### src/rtl/codon_translator_macros.svh
// Assertion helpers shared by the RTL. Every check is sampled on the rising
// clock edge and is off while reset is asserted.
`ifndef CODON_TRANSLATOR_MACROS_SVH
`define CODON_TRANSLATOR_MACROS_SVH

// The consequent must hold in the same cycle as the antecedent.
`define CT_ASSERT_SAME(label, ante, cons) \
    label: assert property (@(posedge clk) disable iff (!rst_n) (ante) |-> (cons)) \
        else $error("codon_translator: same-cycle check failed");

// The consequent must hold in the cycle after the antecedent.
`define CT_ASSERT_NEXT(label, ante, cons) \
    label: assert property (@(posedge clk) disable iff (!rst_n) (ante) |=> (cons)) \
        else $error("codon_translator: next-cycle check failed");

`endif

### src/rtl/ct_pkg.sv
package ct_pkg;

    typedef enum logic [1:0] {
        ST_AMINO   = 2'd0,
        ST_STOP    = 2'd1,
        ST_INVALID = 2'd2,
        ST_END     = 2'd3
    } status_t;

    typedef struct packed {
        logic [7:0] symbol;
        logic       end_of_sequence;
    } item_t;

    typedef struct packed {
        logic [7:0] amino_acid;
        status_t    status;
        logic       last;
    } result_t;

    typedef struct packed {
        logic       ok;
        logic [1:0] code;
    } base_t;

    localparam logic [1:0] BASE_U = 2'd0;
    localparam logic [1:0] BASE_C = 2'd1;
    localparam logic [1:0] BASE_A = 2'd2;
    localparam logic [1:0] BASE_G = 2'd3;

    localparam logic [7:0] STOP_MARK = 8'h2A;

    // Standard genetic code, indexed by first*16 + second*4 + third with
    // U=0, C=1, A=2, G=3. The first character sits in the top byte.
    localparam logic [8*64-1:0] CODE_STR =
        {"FFLLSSSSYY**CC*W", "LLLLPPPPHHQQRRRR",
         "IIIMTTTTNNKKSSRR", "VVVVAAAADDEEGGGG"};

    function automatic base_t decode_base(input logic [7:0] sym);
        logic [7:0] c;
        base_t      b;
        c = sym;
        if (sym >= 8'h61 && sym <= 8'h7A)
        begin
            c = sym - 8'd32;
        end
        b.ok   = 1'b1;
        b.code = BASE_U;
        case (c)
            8'h55, 8'h54: b.code = BASE_U;
            8'h43:        b.code = BASE_C;
            8'h41:        b.code = BASE_A;
            8'h47:        b.code = BASE_G;
            default:      b.ok   = 1'b0;
        endcase
        return b;
    endfunction

    function automatic logic [7:0] codon_lookup(input logic [5:0] idx);
        logic [8:0] pos;
        pos = {3'd0, 6'd63 - idx} << 3;
        return CODE_STR[pos +: 8];
    endfunction

endpackage

### src/rtl/codon_translator.sv
// A symbol waits in the input register, its result in the result register.
// Throughput: one symbol per cycle unless stalled; the input register and the
// result register let a new beat in while a finished result waits to be taken.
// Reset clears the codon phase, the held bases, the halt flag and both
// valid flags; the payload registers are not reset.
`include "codon_translator_macros.svh"

module codon_translator
    import ct_pkg::*;
(
    input  logic    clk,
    input  logic    rst_n,
    input  logic    item_valid,
    output logic    item_stall,
    input  item_t   item,
    output logic    result_valid,
    input  logic    result_stall,
    output result_t result
);

    logic       s1_valid_reg;
    logic       s1_valid_next;
    item_t      s1_item_reg;
    logic [3:0] pending_reg;
    logic [3:0] pending_next;
    logic [1:0] phase_reg;
    logic [1:0] phase_next;
    logic       halted_reg;
    logic       halted_next;
    logic       out_valid_reg;
    result_t    out_data_reg;

    logic       out_free;
    logic       s1_advance;
    logic       accept;
    logic       has_result;
    result_t    res_comb;
    base_t      base;
    logic [7:0] aa;

    assign out_free   = !out_valid_reg || !result_stall;
    assign s1_advance = s1_valid_reg && out_free;
    assign item_stall = s1_valid_reg && !out_free;
    assign accept     = item_valid && !item_stall;

    assign result_valid = out_valid_reg;
    assign result       = out_data_reg;

    assign base = decode_base(s1_item_reg.symbol);
    assign aa   = codon_lookup({pending_reg, base.code});

    always_comb
    begin
        s1_valid_next = s1_valid_reg;
        if (accept)
        begin
            s1_valid_next = 1'b1;
        end
        else if (s1_advance)
        begin
            s1_valid_next = 1'b0;
        end
    end

    always_comb
    begin
        pending_next        = pending_reg;
        phase_next          = phase_reg;
        halted_next         = halted_reg;
        has_result          = 1'b0;
        res_comb.amino_acid = 8'd0;
        res_comb.status     = ST_END;
        res_comb.last       = s1_item_reg.end_of_sequence;

        if (halted_reg)
        begin
            if (s1_item_reg.end_of_sequence)
            begin
                has_result = 1'b1;
            end
        end
        else if (!base.ok)
        begin
            has_result      = 1'b1;
            res_comb.status = ST_INVALID;
            halted_next     = 1'b1;
        end
        else if (phase_reg < 2'd2)
        begin
            pending_next = {pending_reg[1:0], base.code};
            phase_next   = phase_reg + 2'd1;
            has_result   = s1_item_reg.end_of_sequence;
        end
        else
        begin
            pending_next = 4'd0;
            phase_next   = 2'd0;
            has_result   = 1'b1;
            if (aa == STOP_MARK)
            begin
                halted_next     = 1'b1;
                res_comb.status = ST_STOP;
            end
            else
            begin
                res_comb.status     = ST_AMINO;
                res_comb.amino_acid = aa;
            end
        end

        // The end of a sequence always clears the codon phase, held bases and halt flag.
        if (s1_item_reg.end_of_sequence)
        begin
            pending_next = 4'd0;
            phase_next   = 2'd0;
            halted_next  = 1'b0;
        end
    end

    always_ff @(posedge clk or negedge rst_n)
    begin
        if (!rst_n)
        begin
            s1_valid_reg  <= 1'b0;
            pending_reg   <= 4'd0;
            phase_reg     <= 2'd0;
            halted_reg    <= 1'b0;
            out_valid_reg <= 1'b0;
        end
        else
        begin
            s1_valid_reg <= s1_valid_next;
            if (s1_advance)
            begin
                pending_reg <= pending_next;
                phase_reg   <= phase_next;
                halted_reg  <= halted_next;
            end
            if (out_free)
            begin
                out_valid_reg <= s1_advance && has_result;
            end
        end
    end

    always_ff @(posedge clk)
    begin
        if (accept)
        begin
            s1_item_reg <= item;
        end
        if (s1_advance && has_result)
        begin
            out_data_reg <= res_comb;
        end
    end

    `CT_ASSERT_SAME(a_phase_range, 1'b1, phase_reg != 2'd3)
    `CT_ASSERT_NEXT(a_end_clears, s1_advance && s1_item_reg.end_of_sequence,
        phase_reg == 2'd0 && !halted_reg && pending_reg == 4'd0)
    `CT_ASSERT_SAME(a_zero_letter, out_valid_reg && out_data_reg.status != ST_AMINO,
        out_data_reg.amino_acid == 8'd0)
    `CT_ASSERT_SAME(a_stall_cause, item_stall, s1_valid_reg && out_valid_reg)

endmodule
### config.mk
export PLATFORM = sky130hd
export DESIGN_NAME = codon_translator
export DESIGN_NICKNAME = d
export VERILOG_FILES = /design/src/rtl/ct_pkg.sv /design/src/rtl/codon_translator.sv
export VERILOG_INCLUDE_DIRS = /design/src /design/src/rtl
export SDC_FILE = /design/constraint.sdc
export NUM_CORES = 1
export LEC_CHECK = 0
export ABC_CLOCK_PERIOD_IN_PS = 2900
export BUFFER_PORTS_ARGS = -buffer_cell sky130_fd_sc_hd__buf_2
export CORE_ASPECT_RATIO = 0.9
export CORE_MARGIN = 3
export CORE_UTILIZATION = 42
export DETAILED_ROUTE_END_ITERATION = 6
export PLACE_DENSITY = 0.64
export SLEW_MARGIN = 20
export SYNTH_ARGS = -nofsm -noshare
export SYNTH_HDL_FRONTEND = slang
export SYNTH_SLANG_ARGS = --single-unit
### constraint.sdc
create_clock -name clk -period 2.9 [get_ports clk]
set_input_delay 0.145 -clock clk [delete_from_list [all_inputs] [get_ports clk]]
set_output_delay 0.145 -clock clk [all_outputs]
set_load 0.05 [all_outputs]
==> results of run 1 <==
==> where the power goes <==
group / internal, mW / switching, mW
logic: 0.0763 / 0.152
registers: 0.478 / 0.0435
clock network: 0.121 / 0.115
total: 0.676 / 0.310
==> cell usage in the layout, fill, tap and decap left out, types with 2 or more instances in the layout <==
| cell type | netlist | final |
|---|---|---|
| a21o_1 | 2 | 2 |
| a21oi_1 | 6 | 5 |
| a22o_1 | 2 | 2 |
| a2bb2oi_1 | 2 | 2 |
| a31oi_1 | 4 | 4 |
| and2_1 | 2 | 2 |
| buf_2 | 1 | 24 |
| buf_4 | 1 | 2 |
| clkbuf_8 | 0 | 4 |
| dfrtp_1 | 9 | 9 |
| edfxtp_1 | 19 | 19 |
| ha_1 | 7 | 7 |
| inv_1 | 12 | 12 |
| nand2_1 | 16 | 16 |
| nand2b_1 | 4 | 4 |
| nand3_1 | 3 | 3 |
| nand4_1 | 3 | 3 |
| nand4b_1 | 2 | 2 |
| nor2_1 | 14 | 14 |
| nor2b_1 | 3 | 3 |
| nor3_1 | 4 | 4 |
| nor4_1 | 2 | 2 |
| o211ai_1 | 2 | 2 |
| o21a_1 | 2 | 2 |
| o21ai_0 | 6 | 6 |
| o21ai_1 | 2 | 2 |
| xnor2_1 | 2 | 2 |
==> area by class of cell <==
class / instances / share of cell area, %
tap: 44 / 3.101
inverter: 12 / 2.537
multi-input combinational: 106 / 38.27
sequential: 28 / 44.82
timing repair buffer: 27 / 8.175
clock buffer: 4 / 3.101
==> repair_timing <==
action | CTS | global route
hold endpoints to repair | 9 | 0
endpoints found under the setup margin | 0 | 3
hold buffers | 1 | 0
gates resized for setup | 0 | 1
==> critical path: stages, from the launching register on <==
cell and delay, ns:
edfxtp_1 0.39, inv_1 0.07, ha_1 0.22, o21ai_1 0.19
nand3_1 0.17, a21oi_2 0.17, inv_1 0.11, ha_1 0.23
nand2_1 0.07, o22ai_1 0.12, or4b_4 0.55, nand2b_1 0.14
a21oi_1 0.06
==> worst paths after layout <==
kind / end / start / cells after the start
max in group asynchronous: pending_reg[1]$_DFFE_PN0P_ / rst_n / 2
min in group asynchronous: phase_reg[1]$_DFFE_PN0P_ / rst_n / 2
worst min-delay path: s1_item_reg[3]$_DFFE_PP_ / item[3] / 1
worst min register to register: result_valid$_DFFE_PN0P_ / result_valid$_DFFE_PN0P_ / 2
worst max register to register: result[6]$_SDFFCE_PP0P_ / s1_item_reg[6]$_DFFE_PP_ / 12
worst max-delay path: result[6]$_SDFFCE_PP0P_ / s1_item_reg[6]$_DFFE_PP_ / 12
==> metal layers <==
layer	routed length [microns]	up-vias
met2	1485	67
met3	259	6
met5	0	-
met4	26	0
met1	1382	575
li1	-	598
==> metrics by stage <==
stage | power, mW | hold WS, ns
final | 0.9855 | 0.04205
after global placement | 0.7503 | 0.002296
after global routing | 1.039 | 0.02851
after floorplan | 0.6962 | -0.1506
after detailed placement | 0.7548 | 0.01158
after CTS | 0.9911 | 0.03861
==> cell families after synthesis <==
group | Yosys count | synth area share [%]
adders and majority gates | 7 | 5.659
AOI/OAI and AO/OA | 37 | 16.49
buffers and inverters | 19 | 4.931
muxes | 1 | 0.7275
other | 1 | 0.2423
xor gates and xnor gates | 2 | 1.132
and+or+nand+nor | 58 | 19.40
DFF | 28 | 51.42
==> metrics.md, run 1 <==
| Metric | Value |
|---|---|
| Synth area leader | edfxtp_1 |
| Cell variety after synth | 43 |
| Status | complete, no violations |
| Number of synthesis warnings | 0 |
| Syn avg cell area | 10.12 sq um |
| Leak pwr | 0.7286 nW |
| Number of H-tree levels | 1 |
| Yosys reg bits | 28 |
| Vias in the first global route | 1096 |
| Routed Antenna Nets | 0 |
| Die Wd | 69.99 microns |
| Final Hold Vio Count | 0 |
| Max Cap Viol | 0 |
| Initial Util | 44.82% |
| Total GRT Usage | 14.36% |
| Setup violations, final | 0 |
| FFs w/ async S/R, synth | 32.14% |
| First-pass GRT wire length | 5168 microns |
| DR iter-0 viols | 86 |
| NumNets Final | 198 |
| Slew HR | 63.84% |
| CTS Sinks | 28 |
| Ant diodes | 0 |
| HP Class | primary input to flip-flop |
| Layout Cell Area excl Fill | 0.001775 sq mm |
| Die area | 0.004451 sq mm |
| Port Buf Inserts | 24 |
| Non-filler cells, final | 221 |
| Sum Neg Setup Slack | 0 ns |
| Top FF cell, synth | edfxtp_1 |
| CP required | 2.92 ns |
| Routed vias | 1246 |
| Sequential area share after synthesis | 51.41% |
| Routing usage on met2 | 24.06% |
| CTS tree | done |
| Worst vdd ir | 0.3291 mV |
| I/O pin cnt | 26 |
| Synth area leaders | edfxtp_1 37%, dfrtp_1 15%, ha_1 5.7%, nand2_1 3.9%, nor2_1 3.4% |
| R2R Setup Slk | 0.16 ns |
| CP Capture Type | flip-flop |
| Peak Freq | 0.3647 GHz |
| Synth cell count leaders | 19 x edfxtp_1, 16 x nand2_1, 14 x nor2_1 |
| Core box area | 0.003453 sq mm |
| Post-DP HPWL | 2348 microns |
| Final min period | 2.742 ns |
| First-pass DRT Iterations | 4 |
| Final worst slack | 0.1581 ns |
| Setup bufs post-CTS | 0 |
| Worst setup path class | flip-flop to flip-flop |
| Placer's final routability congestion estimate | 0.8132 |
| Crit Path Max Fanout | 4 |
| Gr busiest metal | met2 |
| Footprint of the multi-input gates | 679.4 sq um |
| Synthesized area | 0.001548 sq mm |
| Post-route DRC | 0 |
| Met1 Track Usage GR | 18.25% |
| Post-Place Cells | 216 |
| Largest net degree at the start of global routing | 19 |
| PD cells | 555.1 mW/mm^2 |
| Net Count, Synth | 173 |
| Fin util | 51.41% |
| Crit start category | flip-flop |
| Clk slew on worst S/H paths | 0.09 ns |
| Count leader, synth | edfxtp_1 |
| Rows | 20 |
| Routed WL | 3154 microns |
| Die height | 63.59 microns |
| Via density | 5.638 |
| Post-DP Area | 0.001707 sq mm |
| Worst EP arrival | 2.76 ns |
| Layout area overhead | 14.71% |
| Area fraction of the dominant cell type after synthesis | 36.86% |
| Antenna violations before repair | 0 |
| Register area | 795.8 sq um |
| Worst Skew | 0.002461 ns |
| Synthesized instance count | 153 |
| Clock Path Buffers | 2 |
| Share of cells above drive strength 1 | 19.21% |
| Fill cell total of the finished layout | 319 |
| Max reg flops | 10 |
| Worst slew pin tran | 0.5424 ns |
| Dpl ws | 0.1776 ns |
| Clock insertion delay at the later pin of the skew report | 0.27 ns |
| Tcrit/Tclk final | 94.55% |
| GRT overflow | 0 |
| WL/cell | 14.27 microns |
| Num CTS Buffers | 3 |
| Met3 Resource Use GR | 3.509% |
| CTS root buf | clkbuf_8 |
| Number of synthesized flops with an enable pin | 19 |
| Max Slew Vio Count | 0 |
Note: power is estimated with default switching activity, not from simulation.
==> inputs of run 2 (changes only) <==
- PLACE_DENSITY: 0.64 -> unset
- PLACE_DENSITY_LB_ADDON: unset -> 0.12
==> run 2 against run 1 <==
Net effect: cell area rose by 1.4%; combinational power barely moved; non-clock buffer count unchanged; sequential power about the same; first-iteration DRC count is 9.3% higher; clock skew is 0.0037 ns higher; core utilization up 0.72 points; worst hold slack worse by 0.0022 ns; largest power group unchanged; cell count unchanged; via count down 1.3%; clock power grew 31%.
==> metrics.md, run 2 (synthesized netlist as in run 1, its figures left out) <==
| Metric | Value |
|---|---|
| Slowest library cell on the worst path | or4b_4 |
| Slowest Stage Delay on Critical Path | 0.55 ns (about the same) |
| Layout area overhead | 16.33% |
| Final min period | 2.690 ns (-0.05144 ns) |
| Clk slew on worst S/H paths | 0.10 ns (about the same) |
| CTS Sinks | 28 (unchanged) |
| Ant diodes | 0 (unchanged) |
| I/O pin cnt | 26 (unchanged) |
| Worst vdd ir | 0.3802 mV (+16%) |
| Die Wd | 69.99 microns (unchanged) |
| Post-DP HPWL | 2285 microns (-2.7%) |
| Crit start category | flip-flop |
| Max Cap Viol | 0 (unchanged) |
| PD cells | 587.7 mW/mm^2 (+5.9%) |
| Worst slew pin tran | 0.5239 ns (-0.01850 ns) |
| R2R Setup Slk | 0.21 ns (+0.05 ns) |
| NumNets Final | 198 (unchanged) |
| Capturing point of the worst reg2reg path | result[3]$_SDFFCE_PP0P_ |
| FF-to-FF Start | s1_item_reg[6]$_DFFE_PP_ |
| Clock Path Buffers | 2 (unchanged) |
| Routed WL | 3133 microns (-0.67%) |
| Status | complete, no violations |
| Share of cells above drive strength 1 | 20.34% (+1.1 points) |
| Clock insertion delay at the later pin of the skew report | 0.28 ns (about the same) |
| Max Slew Vio Count | 0 (unchanged) |
| Dpl ws | 0.1383 ns (-0.03928 ns) |
| Largest net degree at the start of global routing | 19 (unchanged) |
| Die area | 0.004451 sq mm (unchanged) |
| CP Capture Type | flip-flop |
| Core box area | 0.003453 sq mm (unchanged) |
| Final Hold Vio Count | 0 (unchanged) |
| Antenna violations before repair | 0 (unchanged) |
| Tcrit/Tclk final | 92.78% (-1.8 points) |
| Slew HR | 65.07% (+1.2 points) |
| CTS tree | done |
| Final worst slack | 0.2095 ns (+0.05144 ns) |
| CP startpoint | s1_item_reg[6]$_DFFE_PP_ |
| Total GRT Usage | 14.60% (+0.24 points) |
| Vias in the first global route | 1114 (+1.6%) |
| Most common cell after layout, fill and taps aside | buf_2 |
| Setup violations, final | 0 (unchanged) |
| Stages on the worst setup path | 12 (unchanged) |
| Sum Neg Setup Slack | 0 ns (unchanged) |
| Placer's final routability congestion estimate | 0.8472 (+4.2%) |
| Num CTS Buffers | 3 (unchanged) |
| GRT overflow | 0 (unchanged) |
| Crit path capture | result[3]$_SDFFCE_PP0P_ |
| Peak Freq | 0.3717 GHz (+1.9%) |
| Die height | 63.59 microns (unchanged) |
| Routed vias | 1230 (-1.3%) |
| Worst EP arrival | 2.72 ns (-0.04 ns) |
| First-pass DRT Iterations | 5 (+1) |
| Post-route DRC | 0 (unchanged) |
| HP Class | primary input to flip-flop |
| DR iter-0 viols | 94 (+9.3%) |
| Worst setup path class | flip-flop to flip-flop |
| Crit path max-delay family | simple AND/OR/NAND/NOR gates |
| Via density | 5.566 (-1.3%) |
| Rows | 20 (unchanged) |
| CTS root buf | clkbuf_8 |
| Routed Antenna Nets | 0 (unchanged) |
| Crit Path Max Fanout | 4 (unchanged) |
| Worst r2r path cells | 12 (unchanged) |
| Initial Util | 44.82% (unchanged) |
| Max reg flops | 10 (unchanged) |
| Crit-path cells | inv_1, ha_1, o21ai_2, nand3_2, a21oi_2, inv_1, ha_1, nand2_1, o22ai_1, or4b_4, nand2b_1, a41oi_1 |
| Port Buf Inserts | 24 (unchanged) |
| RSZ-0062 raised after global routing | false |
| Tot Pwr | 1.058 mW (+7.4%) |
| Fill cell total of the finished layout | 309 (-3.1%) |
| Most frequent cells in the layout | 24 x buf_2, 19 x edfxtp_1, 16 x nand2_1, 14 x nor2_1, 12 x inv_1 |
| First-pass GRT wire length | 5181 microns (+0.25%) |
| WL/cell | 14.18 microns (-0.67%) |
| CP required | 2.93 ns (about the same) |
| CP Buf/Inv Count | 2 (unchanged) |
| Number of H-tree levels | 1 (unchanged) |
| Leak pwr | 0.7367 nW (+1.1%) |
| Worst Skew | 0.006154 ns (+0.003693 ns) |
## run 2: worst min-delay path by stage
stage                        from                         end  slack (ns)  depth (start not counted)
after floorplan             rst_n      halted_reg$_DFFE_PN0P_       -0.15                          0
after global placement      rst_n  pending_reg[2]$_DFFE_PN0P_       0.002                          1
after detailed placement    rst_n  pending_reg[0]$_DFFE_PN0P_       0.008                          1
after CTS                 item[0]       res_comb[0]$_DFFE_PP_        0.03                          1
after global routing      item[6]    s1_item_reg[6]$_DFFE_PP_        0.02                          1
final                     item[4]    s1_item_reg[4]$_DFFE_PP_        0.04                          1
## run 2: repair_timing
action                     in CTS  in global routing
resized for setup               0                  3
setup buffers                   0                  0
hold endpoints to repair        9                  0
setup endpoints to repair       0                  4
hold buffers                    1                  0
## run 2: worst register-to-register path, cell delays in order (launching register included)
cell      delay [ns]
edfxtp_1        0.42
inv_1           0.08
ha_1            0.23
o21ai_2         0.18
nand3_2         0.12
a21oi_2         0.15
inv_1           0.11
ha_1            0.22
nand2_1         0.07
o22ai_1         0.12
or4b_4          0.55
nand2b_1        0.13
a41oi_1         0.05
## run 2: per-stage QoR
step	util (%)	hold WS, ns	cell area [sq um]	instances
after global routing	52.14	0.01667	1800	221
after global placement	49.42	0.002370	1707	216
final	52.14	0.03981	1800	221
after detailed placement	49.42	0.007602	1707	216
after CTS	51.78	0.03173	1788	221
after floorplan	-	-0.1506	1548	153
## run 2: layer usage
| layer | global-route usage [%] | vias to the layer above | routed length (microns) |
|---|---|---|---|
| li1 | - | 600 | - |
| met5 | 0 | - | 0 |
| met3 | 4.147 | 8 | 227 |
| met1 | 18.45 | 573 | 1363 |
| met2 | 23.47 | 49 | 1490 |
| met4 | 5.981 | 0 | 51 |
## run 2: final cells by class
type / instances / area (sq um) / area share, %
inverter: 12 / 45.04 / 2.502
timing repair buffer: 27 / 145.1 / 8.061
clock buffer: 3 / 41.29 / 2.293
tap: 44 / 55.05 / 3.058
sequential: 28 / 795.8 / 44.20
multi-input combinational: 106 / 688.2 / 38.22
clock inverter: 1 / 30.03 / 1.668
## run 2: where the power goes
part / internal (mW) / total [mW] / leakage [nW] / switching [mW]
logic: 0.0770 / 0.229 / 0.404 / 0.152
clock network: 0.185 / 0.309 / 0.0357 / 0.124
registers: 0.478 / 0.520 / 0.297 / 0.0419
total: 0.740 / 1.06 / 0.737 / 0.318
==> inputs of run 3 (changes only) <==
- SETUP_SLACK_MARGIN: unset -> 0.3
==> run 3 against run 2 <==
Net effect: flip-flop and latch count unchanged; critical path depth unchanged; via count increased by 4.3%; combinational power increased by 9.2%; setup slack improved by 0.17 ns; die area unchanged; register-to-register slack improved by 0.17 ns; largest power group unchanged.
==> metrics.md, run 3 (synthesized netlist as in run 1, its figures left out) <==
| Metric | Value |
|---|---|
| Setup violations, final | 0 (unchanged) |
| Met1 WL | 1353 microns (-0.73%) |
| Internal power | 664.6 uW (-10%) |
| Largest net degree at the start of global routing | 19 (unchanged) |
| Antenna violations before repair | 0 (unchanged) |
| Clock share of power | 21.6% (-7.6 points) |
| Die Wd | 69.99 microns (unchanged) |
| Crit start category | flip-flop |
| Net Sw Frac | 32.39% (+2.3 points) |
| CP required | 2.92 ns (about the same) |
| WL/cell | 14.56 microns (+2.7%) |
| Crit-path cells | inv_1, ha_4, o21ai_4, nand3_2, a21oi_2, inv_2, ha_4, nand2_1, o22ai_2, or4b_4, nand2b_4, a41oi_1 |
| First-pass DRT Iterations | 4 (-1) |
| Via density | 5.627 (+1.1%) |
| Max Cap Viol | 0 (unchanged) |
| Most frequent cells in the layout | 24 x buf_2, 19 x edfxtp_1, 16 x nand2_1, 13 x nor2_1, 11 x inv_1 |
| Final min period | 2.516 ns (-0.1747 ns) |
| Post-DP Area | 0.001703 sq mm (-0.22%) |
| CTS Sinks | 28 (unchanged) |
| Final Hold Vio Count | 0 (unchanged) |
| Worst EP arrival | 2.54 ns (-0.18 ns) |
| Routed WL | 3320 microns (+6.0%) |
| Initial Util | 44.82% (unchanged) |
| Placer's final routability congestion estimate | 0.8503 (+0.37%) |
| Port Buf Inserts | 24 (unchanged) |
| Comb pwr share | 25.4% (+3.8 points) |
| Final worst slack | 0.3842 ns (+0.1747 ns) |
| Max reg flops | 10 (unchanged) |
| Leak pwr | 0.7761 nW (+5.4%) |
| Tcrit/Tclk final | 86.75% (-6.0 points) |
| DR WL met3 | 277 microns (+22%) |
| CTS root buf | clkbuf_8 |
| Share of cells above drive strength 1 | 26.63% (+6.3 points) |
| Fin Hold WS | 0.03808 ns (-0.001734 ns) |
| Post-route DRC | 0 (unchanged) |
| Dpl ws | 0.08606 ns (-0.05227 ns) |
| Most common cell after layout, fill and taps aside | buf_2 |
| Slew HR | 62.10% (-3.0 points) |
| Num CTS Buffers | 3 (unchanged) |
| Core box area | 0.003453 sq mm (unchanged) |
| CP dominant cell by count | ha_4 |
| Seq pwr share | 53.0% (+3.9 points) |
| CTS tree | done |
| Die height | 63.59 microns (unchanged) |
| NumNets Final | 205 (+3.5%) |
| I/O pin cnt | 26 (unchanged) |
| Tot Pwr | 983.0 uW (-7.1%) |
| Routed vias | 1283 (+4.3%) |
| First-pass GRT wire length | 5623 microns (+8.5%) |
| Post-DP HPWL | 2267 microns (-0.77%) |
| Ant diodes | 0 (unchanged) |
| Vias in the first global route | 1196 (+7.4%) |
| Psw | 318.4 uW (about the same) |
| Number of H-tree levels | 1 (unchanged) |
| Worst slew pin tran | 0.5685 ns (+0.04454 ns) |
| Clk slew on worst S/H paths | 0.09 ns (about the same) |
| RSZ-0062 raised after global routing | false |
| Status | complete, no violations |
| Worst vdd ir | 0.2706 mV (-29%) |
| Clock insertion delay at the later pin of the skew report | 0.27 ns (about the same) |
| DR iter-0 viols | 112 (+19%) |
| GRT overflow | 0 (unchanged) |
| Routed Antenna Nets | 0 (unchanged) |
| Slowest library cell on the worst path | or4b_4 |
| Worst Skew | 0.006169 ns (+0.00001479 ns) |
| Fill cell total of the finished layout | 304 (-1.6%) |
| Worst setup path class | flip-flop to flip-flop |
| HP Class | primary input to flip-flop |
| Clock Path Buffers | 2 (unchanged) |
| Layout area overhead | 22.15% |
| Total GRT Usage | 15.77% (+1.2 points) |
| Die area | 0.004451 sq mm (unchanged) |
| Rows | 20 (unchanged) |
| Max Slew Vio Count | 0 (unchanged) |
| Top sig layer | met4 |
| Peak Freq | 0.3975 GHz (+6.9%) |
| PD cells | 520.0 mW/mm^2 (-12%) |
| Sum Neg Setup Slack | 0 ns (unchanged) |
| Layout Cell Area excl Fill | 0.001891 sq mm (+5.0%) |
| Slowest Stage Delay on Critical Path | 0.56 ns (about the same) |
| CP Capture Type | flip-flop |
| Metal2 WL | 1612 microns (+8.2%) |
| Crit Path Max Fanout | 4 (unchanged) |
==> run 3: through the flow <==
step | utilization (%) | std cells
after CTS | 52.72 | 225
after global routing | 54.75 | 228
after detailed placement | 49.31 | 215
after floorplan | - | 153
final | 54.75 | 228
after global placement | 49.31 | 215
==> run 3: metal layers <==
| metal | global-route usage (%) | vias up |
|---|---|---|
| met1 | 20.93 | 594 |
| li1 | - | 614 |
| met3 | 4.306 | 13 |
| met2 | 25.59 | 62 |
| met4 | 3.828 | 0 |
| met5 | 0 | - |
==> run 3: repair_timing <==
item / 4_1_cts / 5_1_grt
buffers inserted: 5 / 3
hold buffers: 1 / 0
gates resized for setup: 6 / 8
pin swaps: 2 / 3
endpoints found under the hold margin: 9 / 0
endpoints found under the setup margin: 5 / 6
==> run 3: path summary, 6_finish.rpt <==
kind	startpoint	to	slack, ns	depth (start not counted)
max	s1_item_reg[6]$_DFFE_PP_	result[3]$_SDFFCE_PP0P_	0.38	12
min	item[7]	s1_item_reg[7]$_DFFE_PP_	0.04	1
max reg2reg	s1_item_reg[6]$_DFFE_PP_	result[3]$_SDFFCE_PP0P_	0.38	12
min reg2reg	result_valid$_DFFE_PN0P_	result_valid$_DFFE_PN0P_	0.54	2
max in group asynchronous	rst_n	phase_reg[1]$_DFFE_PN0P_	2.48	2
min in group asynchronous	rst_n	pending_reg[2]$_DFFE_PN0P_	0.24	2
==> run 3: cell type report <==
class / count / area, sq um / share of cell area, %
Clock buffer: 4 / 45.04 / 2.383
Inverter: 12 / 45.04 / 2.383
Multi-Input combinational cell: 106 / 748.2 / 39.58
Sequential cell: 28 / 795.8 / 42.09
Tap cell: 44 / 55.05 / 2.912
Timing Repair Buffer: 34 / 201.4 / 10.66
==> run 3: critical path, delay by kind of cell, from the launching register on <==
kind	cells	cell delay, ns
compound gates	4	0.45
fa+ha+maj	2	0.38
buf+inv	2	0.20
flops	1	0.39
simple gates	4	0.84
==> run 3: power by group through the flow <==
stage          clock network [mW]  logic [mW]  registers, mW
6_report                    0.212       0.250          0.521
5_1_grt                     0.239       0.277          0.530
2_1_floorplan                   0       0.128          0.568
4_1_cts                     0.216       0.234          0.520
3_3_place_gp                    0       0.222          0.526
3_5_place_dp                    0       0.224          0.528
